File: src/rtl/sscc_pkg.sv
// Shared types, widths and codes of the sparse strand cross-correlation block.
package sscc_pkg;

    localparam int MAX_ENTRIES = 4096;
    localparam int MAX_DELAY   = 1023;
    localparam int POS_W       = 28;
    localparam int CNT_W       = 16;
    localparam int DLY_W       = 10;
    localparam int ADDR_W      = $clog2(MAX_ENTRIES);
    localparam int NUM_W       = ADDR_W + 1;
    localparam int S_W         = CNT_W + ADDR_W;
    localparam int SQ_W        = 2 * CNT_W + ADDR_W;
    localparam int V_W         = POS_W + SQ_W;
    localparam int W_W         = 2 * V_W + 32;
    localparam int MCNT_W      = $clog2(V_W + 1);

    localparam logic [1:0] REQ_LOAD_FWD = 2'd0;
    localparam logic [1:0] REQ_LOAD_REV = 2'd1;
    localparam logic [1:0] REQ_QUERY    = 2'd2;
    localparam logic [1:0] REQ_CLEAR    = 2'd3;

    localparam logic [1:0] ST_OK        = 2'd0;
    localparam logic [1:0] ST_ZERO_VAR  = 2'd1;
    localparam logic [1:0] ST_BAD_DELAY = 2'd2;

    localparam logic [1:0] CFG_MAX_DIST  = 2'd0;
    localparam logic [1:0] CFG_TOTAL_LEN = 2'd1;

    typedef struct packed {
        logic [1:0]       req_type;
        logic [POS_W-1:0] position;
        logic [CNT_W-1:0] read_count;
        logic [DLY_W-1:0] delay;
    } t_in;

    typedef struct packed {
        logic signed [15:0] correlation;
        logic [1:0]         status;
        logic               overflowed;
    } t_out;

    typedef struct packed {
        logic [POS_W-1:0] pos;
        logic [CNT_W-1:0] cnt;
    } t_entry;

    typedef enum logic [3:0] {
        S_IDLE, S_SF_RD, S_SF_EX, S_SR_RD, S_SR_EX, S_MG_RD, S_MG_EX,
        S_MUL_GO, S_MUL_WAIT, S_SEARCH, S_OUT
    } t_state;

    typedef enum logic [3:0] {
        OP_NSFF, OP_SFSF, OP_NSRR, OP_SRSR, OP_NSFR, OP_SFSR, OP_MAG2, OP_VV, OP_LHS
    } t_op;

endpackage

File: src/rtl/sscc_mul.sv
// Shift-and-add serial multiplier, one multiplier bit per cycle.
module sscc_mul
    import sscc_pkg::*;
(
    input  logic           i_clk,
    input  logic           i_rst_n,
    input  logic           i_start,
    input  logic [W_W-1:0] i_a,
    input  logic [V_W-1:0] i_b,
    output logic           o_done,
    output logic [W_W-1:0] o_p
);

    logic [W_W-1:0]    r_a;
    logic [V_W-1:0]    r_b;
    logic [W_W-1:0]    r_p;
    logic [MCNT_W-1:0] r_cnt;
    logic              r_done;

    always_ff @(posedge i_clk) begin
        if (!i_rst_n) begin
            r_cnt  <= '0;
            r_done <= 1'b0;
        end else begin
            r_done <= 1'b0;
            if (i_start) begin
                r_cnt <= MCNT_W'(V_W);
            end else if (r_cnt != '0) begin
                r_cnt <= r_cnt - 1'b1;
                if (r_cnt == MCNT_W'(1)) begin
                    r_done <= 1'b1;
                end
            end
        end
    end

    always_ff @(posedge i_clk) begin
        if (i_start) begin
            r_a <= i_a;
            r_b <= i_b;
            r_p <= '0;
        end else if (r_cnt != '0) begin
            if (r_b[0]) begin
                r_p <= r_p + r_a;
            end
            r_a <= {r_a[W_W-2:0], 1'b0};
            r_b <= {1'b0, r_b[V_W-1:1]};
        end
    end

    assign o_done = r_done;
    assign o_p    = r_p;

endmodule

File: config.mk
export PLATFORM = sky130hd
export DESIGN_NAME = sscc_mul
export DESIGN_NICKNAME = d
export VERILOG_FILES = /design/src/rtl/sscc_pkg.sv /design/src/rtl/sscc_mul.sv
export SDC_FILE = /design/constraint.sdc
export NUM_CORES = 1
export LEC_CHECK = 0
export BUFFER_PORTS_ARGS = -buffer_cell sky130_fd_sc_hd__buf_2
export CORE_MARGIN = 5
export CORE_UTILIZATION = 25
export DETAILED_ROUTE_END_ITERATION = 6
export PLACE_DENSITY = 0.51
export SLEW_MARGIN = 20
export SYNTH_ARGS = -nofsm -noshare
export SYNTH_HDL_FRONTEND = slang
export SYNTH_SLANG_ARGS = --single-unit
File: constraint.sdc
create_clock -name i_clk -period 11 [get_ports i_clk]
set_input_delay 0 -clock i_clk [delete_from_list [all_inputs] [get_ports i_clk]]
set_output_delay 0 -clock i_clk [all_outputs]
set_load 0.1 [all_outputs]
## Word-level counts from Yosys, hierarchy flattened

Index checks and enable logic that the tools add are counted.

- Bits in registers: 432
- Output and inout bits: 177
- Logic and storage cells: 23
- Bits of input ports: 251

- Add/subtract/negate cells: 2
- Reduce and logical (&&, ||, !) cells: 5
- Multiplexer cells: 7
- Bitwise logic cells: 2
- Equal/unequal tests: 1

Operator list:

| cell | count |
|---|---|
| $mux 176 | 2 |
| $add 176x176->176 | 1 |
| $mux 72 | 2 |
| $mux 7 | 2 |
| $eq 7x1->1 const B | 1 |
| $reduce_bool 7->1 | 1 |
| $sub 7x1->7 const B | 1 |
| $reduce_or 3->1 | 1 |
| $not 1->1 | 2 |
| $reduce_and 2->1 | 1 |
| $reduce_bool 2->1 | 1 |
| $reduce_or 2->1 | 1 |
| $mux 1 | 1 |

## Logic depth before layout (Yosys ltp)

- Word-level depth: 3
- Gate-level depth with buffers: 15
- Gate-level depth less buffers: 15

## Worst setup path after synthesis

OpenSTA, ideal clock, no wires.

- Path type: register to register
- Start point: register r_cnt[5]
- End point: register r_a[0] (enable)
- Data required time: 8.476 ns
- Path buffers: 0
- Path slack: 1.954 ns
- Cell stages (with the launch flop): 4
- Data arrival time: 6.522 ns
- Cells stage by stage: dfxtp_1 -> or4_1 -> nor2_1 -> nand3_1

- Word-level cells in the longest chain between the ends: 2

Ends and longest elaborated chain:

| what | RTL line | source |
|---|---|---|
| start, declared | sscc_mul.sv:17 | `logic [MCNT_W-1:0] r_cnt;` |
| start signal, assigned | sscc_mul.sv:27 | `r_cnt <= MCNT_W'(V_W);` |
| start signal, assigned | sscc_mul.sv:29 | `r_cnt <= r_cnt - 1'b1;` |
| $reduce_bool 7->1 | sscc_mul.sv:42 | `end else if (r_cnt != '0) begin` |
| $reduce_bool 2->1 (no source line) | - |  |
| end signal, assigned | sscc_mul.sv:39 | `r_a <= i_a;` |
| end signal, assigned | sscc_mul.sv:46 | `r_a <= {r_a[W_W-2:0], 1'b0};` |
| end, declared | sscc_mul.sv:14 | `logic [W_W-1:0] r_a;` |

No other way between the ends.
A chain may end at the register's enable or synchronous reset.

## Worst setup path in the final report

- Start point: register r_a[12]
- End point: register r_p[125] (netlist: o_p[125])

- Word-level cells in the longest chain between the ends: 1

Ends and longest elaborated chain:

| what | RTL line | source |
|---|---|---|
| $add 176x176->176 | sscc_mul.sv:44 | `r_p <= r_p + r_a;` |
| end signal, assigned | sscc_mul.sv:44 |  |
| end, declared | sscc_mul.sv:16 | `logic [W_W-1:0] r_p;` |

No other way between the ends.

==> results_dict.tcl <==
set metrics [dict create \
    synth_ff_type "edfxtp_1" \
    clock.fmax_ghz 0.208 \
    portBuffers 427 \
    cts_htree_levels 2 \
    grt_max_degree 127 \
    grt_pass1_wl_microns 166000 \
    finalCritPeriodShare_pct 43.7 \
    cp_max_fo 8 \
    antenna_found_initial 12 \
    final_cells 5354 \
    root_buffer "clkbuf_16" \
    rsz0062_at_grt "no" \
    maxCapViolations 0 \
    overflow 0 \
    max_slew_margin_pct 35.4 \
    cts.sinks 432 \
    comb_power_share_pct 61.8 \
    setup_viol 0 \
    avgSynthCellArea_sq_um 8.95 \
    hold_class "input pin to register" \
    cp-start-kind "register" \
    ff2ff_setup_slack_ns 6.19 \
    r2r_end "o_p[125]$_SDFFE_PP0P_" \
    antenna_left 0 \
    synth_top_cell_by_area "edfxtp_1" \
    switchingPower_mw 6.40 \
    drtPass1Iterations 6 \
    final_hold_viol_count 0 \
    yosysUniqueCellTypes 83 \
    drt-total-wl_microns 113000 \
    dp.final_hpwl_microns 89300 \
    synth_top_area_share_pct 25.9 \
    min-delay-start "i_b[23]" \
    ys_warn_count 0 \
    rr_startpoint "r_a[12]$_DFFE_PP_" \
    syn-num-nets 3646 \
    power_density_mw_per_mm2 319 \
    die_x_microns 349 \
    intPower_mw 5.26 \
    start_util_pct 25.2 \
    tightest_slew_ns 0.969 \
    core_area_sq_mm 0.114 \
    synth_sequential_area_ratio_pct 38.7 \
    syn_to_final_growth_pct 27.1 \
    dp_cells 4993 \
    place.gp.congestion 0.939 \
    drive_gt1_share_pct 21.4 \
    nets 4220 \
    cts_setup_buffers 0 \
    drt-wirelength-per-cell_microns 21.2 \
    drt_iter0_drc 1997 \
    rows 124 \
    cts_tree "done" \
    synth.area.top_cells "edfxtp_1 (26%), dfxtp_1 (13%), mux2_2 (9.6%)" \
    clk_path_buf_depth 3 \
    tns_ns 0 \
    finClkSkew_ns 0.0200 \
    ir_worst_vdd_mv 0.160 \
    num_vias 26683 \
    leakage_nw 14.7 \
    path_clk_slew_ns 0.06 \
    syn_inst 3216 \
    critical_path.startpoint "r_a[12]$_DFFE_PP_" \
    first_global_vias 26301 \
    ys_ff_latch 432 \
    min_path_cells 3 \
    die_h_microns 349 \
    status "complete, no violations" \
    dieArea_sq_mm 0.122 \
    worstRegToRegCells 14 \
    crit_type "register to register" \
    p_clk_share_pct 15.5 \
    finalMaxSlewViolations 0 \
    worstPathRequired_ns 11.49 \
    synth_edf_count 248 \
    finalCriticalPeriod_ns 4.81 \
    power_frac_seq_pct 22.7 \
    cp_data_arrival_time_ns 5.30 \
    crit_path_end_kind "register" \
    drc 0 \
    grt_usage_pct 17.6 \
    final_util_pct 32.0 \
    switching_share_pct 54.9 \
    insertion_delay_ns 0.63 \
    min_to "r_b[23]$_DFFE_PP_" \
    cts_inserted_buffers 53 \
    viasPerCell 4.98 \
    ios 428 \
    synthesis.area_sq_mm 0.0288 \
    async_flop_share_pct 0 \
]
[final cells by class]
type                            count  area [sq um]
Fill cell                       12033         77800
Multi-Input combinational cell   2530         16700
Sequential cell                   432         11100
Timing Repair Buffer              695          4810
Tap cell                         1512          1890
Clock buffer                       73          1460
Clock inverter                     27           298
Inverter                           78           293
Antenna cell                        7          17.5
[logic make-up after synthesis]
logic type / synth area share (%)
compound gates: 20.5
flops: 38.7
mux: 9.66
fa+ha+maj: 7.80
xor+xnor: 5.20
buf+inv: 3.48
simple gates: 14.7
[Yosys cell counts (all sizes together), types with 3 or more instances]
cell	n
a211o	6
a211oi	18
a21boi	19
a21o	68
a21oi	434
a221oi	11
a22o	6
a311oi	3
a31oi	18
and2	10
and3	8
buf	40
clkbuf	136
dfxtp	184
edfxtp	248
ha	178
inv	78
mux2	246
nand2	471
nand2b	5
nand3	27
nand4	113
nor2	201
nor2b	10
nor3	48
nor3b	3
nor4	20
o211ai	11
o21a	26
o21ai	253
o21bai	65
o221ai	6
o31ai	20
or2	9
or3	12
or4	4
xnor2	107
xor2	64
[cell usage in the layout (no fill, tap or decap), drive strengths merged, types with 12 or more instances in the layout]
cell         synthesis  routed
dlygate4sd3          0     254
a21o                68      68
a31oi               18      18
inv                 78      85
xor2                64      64
xnor2              107     107
o21a                26      26
o21ai              253     253
mux2               246     246
nand4              113     113
clkinv               0      12
a21oi              434     434
a21boi              19      19
nor2               201     201
nand2              471     471
dfxtp              184     184
o31ai               20      20
or3                 12      12
ha                 178     178
nor4                20      20
o21bai              65      65
nor3                48      48
buf                 40     441
nand3               27      27
a211oi              18      18
clkbuf             136      73
edfxtp             248     248
[power groups by stage]
| stage | Clock [mW] | Combinational (mW) | Sequential, mW |
|---|---|---|---|
| 2_1_floorplan | 0 | 3.51 | 4.48 |
| 3_3_place_gp | 0 | 7.11 | 2.65 |
| 3_5_place_dp | 0 | 7.08 | 2.67 |
| 4_1_cts | 1.87 | 7.19 | 2.64 |
| 5_1_grt | 1.92 | 7.74 | 2.70 |
| 6_report | 1.81 | 7.21 | 2.64 |
[critical path, stage by stage (launching register included)]
cell and delay [ns]:
edfxtp_1 0.41, ha_1 0.47, nand4_1 0.23, nor3_1 0.34, o211ai_1 0.23, a311oi_1 0.63, o21a_1 0.27, o21ai_1 0.14
nand2_1 0.21, a21oi_1 0.18, o21ai_0 0.56, a21oi_1 0.31, o21ai_0 0.45, xnor2_1 0.17, o21ai_0 0.08
[what timing repair did]
| action | CTS | global route |
|---|---|---|
| gates resized for setup | 0 | 0 |
| endpoints found under the hold margin | 262 | 0 |
| hold buffers | 254 | 0 |
[worst max-delay path by stage]
stage,depth (start not counted),endpoint
5_1_grt,14,o_p[125]$_SDFFE_PP0P_
2_1_floorplan,3,r_a[0]$_SDFFCE_PN0P_
4_1_cts,14,o_p[125]$_SDFFE_PP0P_
3_3_place_gp,14,o_p[125]$_SDFFE_PP0P_
6_report,14,o_p[125]$_SDFFE_PP0P_
3_5_place_dp,14,o_p[125]$_SDFFE_PP0P_
[state kept, by name, summed over array words and instances (netlist names)]
| name | count |
|---|---|
| o_done | 1 |
| o_p | 176 |
| r_a | 176 |
| r_b | 72 |
| r_cnt | 7 |
[metrics by stage]
step                      hold slack [ns]  power, mW  cell area (sq um)  worst slack [ns]
after detailed placement            0.305       9.74              32300              6.26
after floorplan                     0.150       7.99              28800              1.95
final                               0.211       11.7              36600              6.19
after CTS                           0.148       11.7              36600              6.22
after global placement              0.302       9.75              32300              6.21
after global routing                0.169       12.4              36600              6.02
[metal layers]
layer	global-route usage, %	part of all wire (%)	vias up
li1	-	-	12916
met1	23.2	44	12806
met2	29.7	47	835
met3	4.22	7.9	118
met4	3.10	1.7	8
met5	0	0.042	-
No activity file was read; power rests on OpenSTA's default activity.
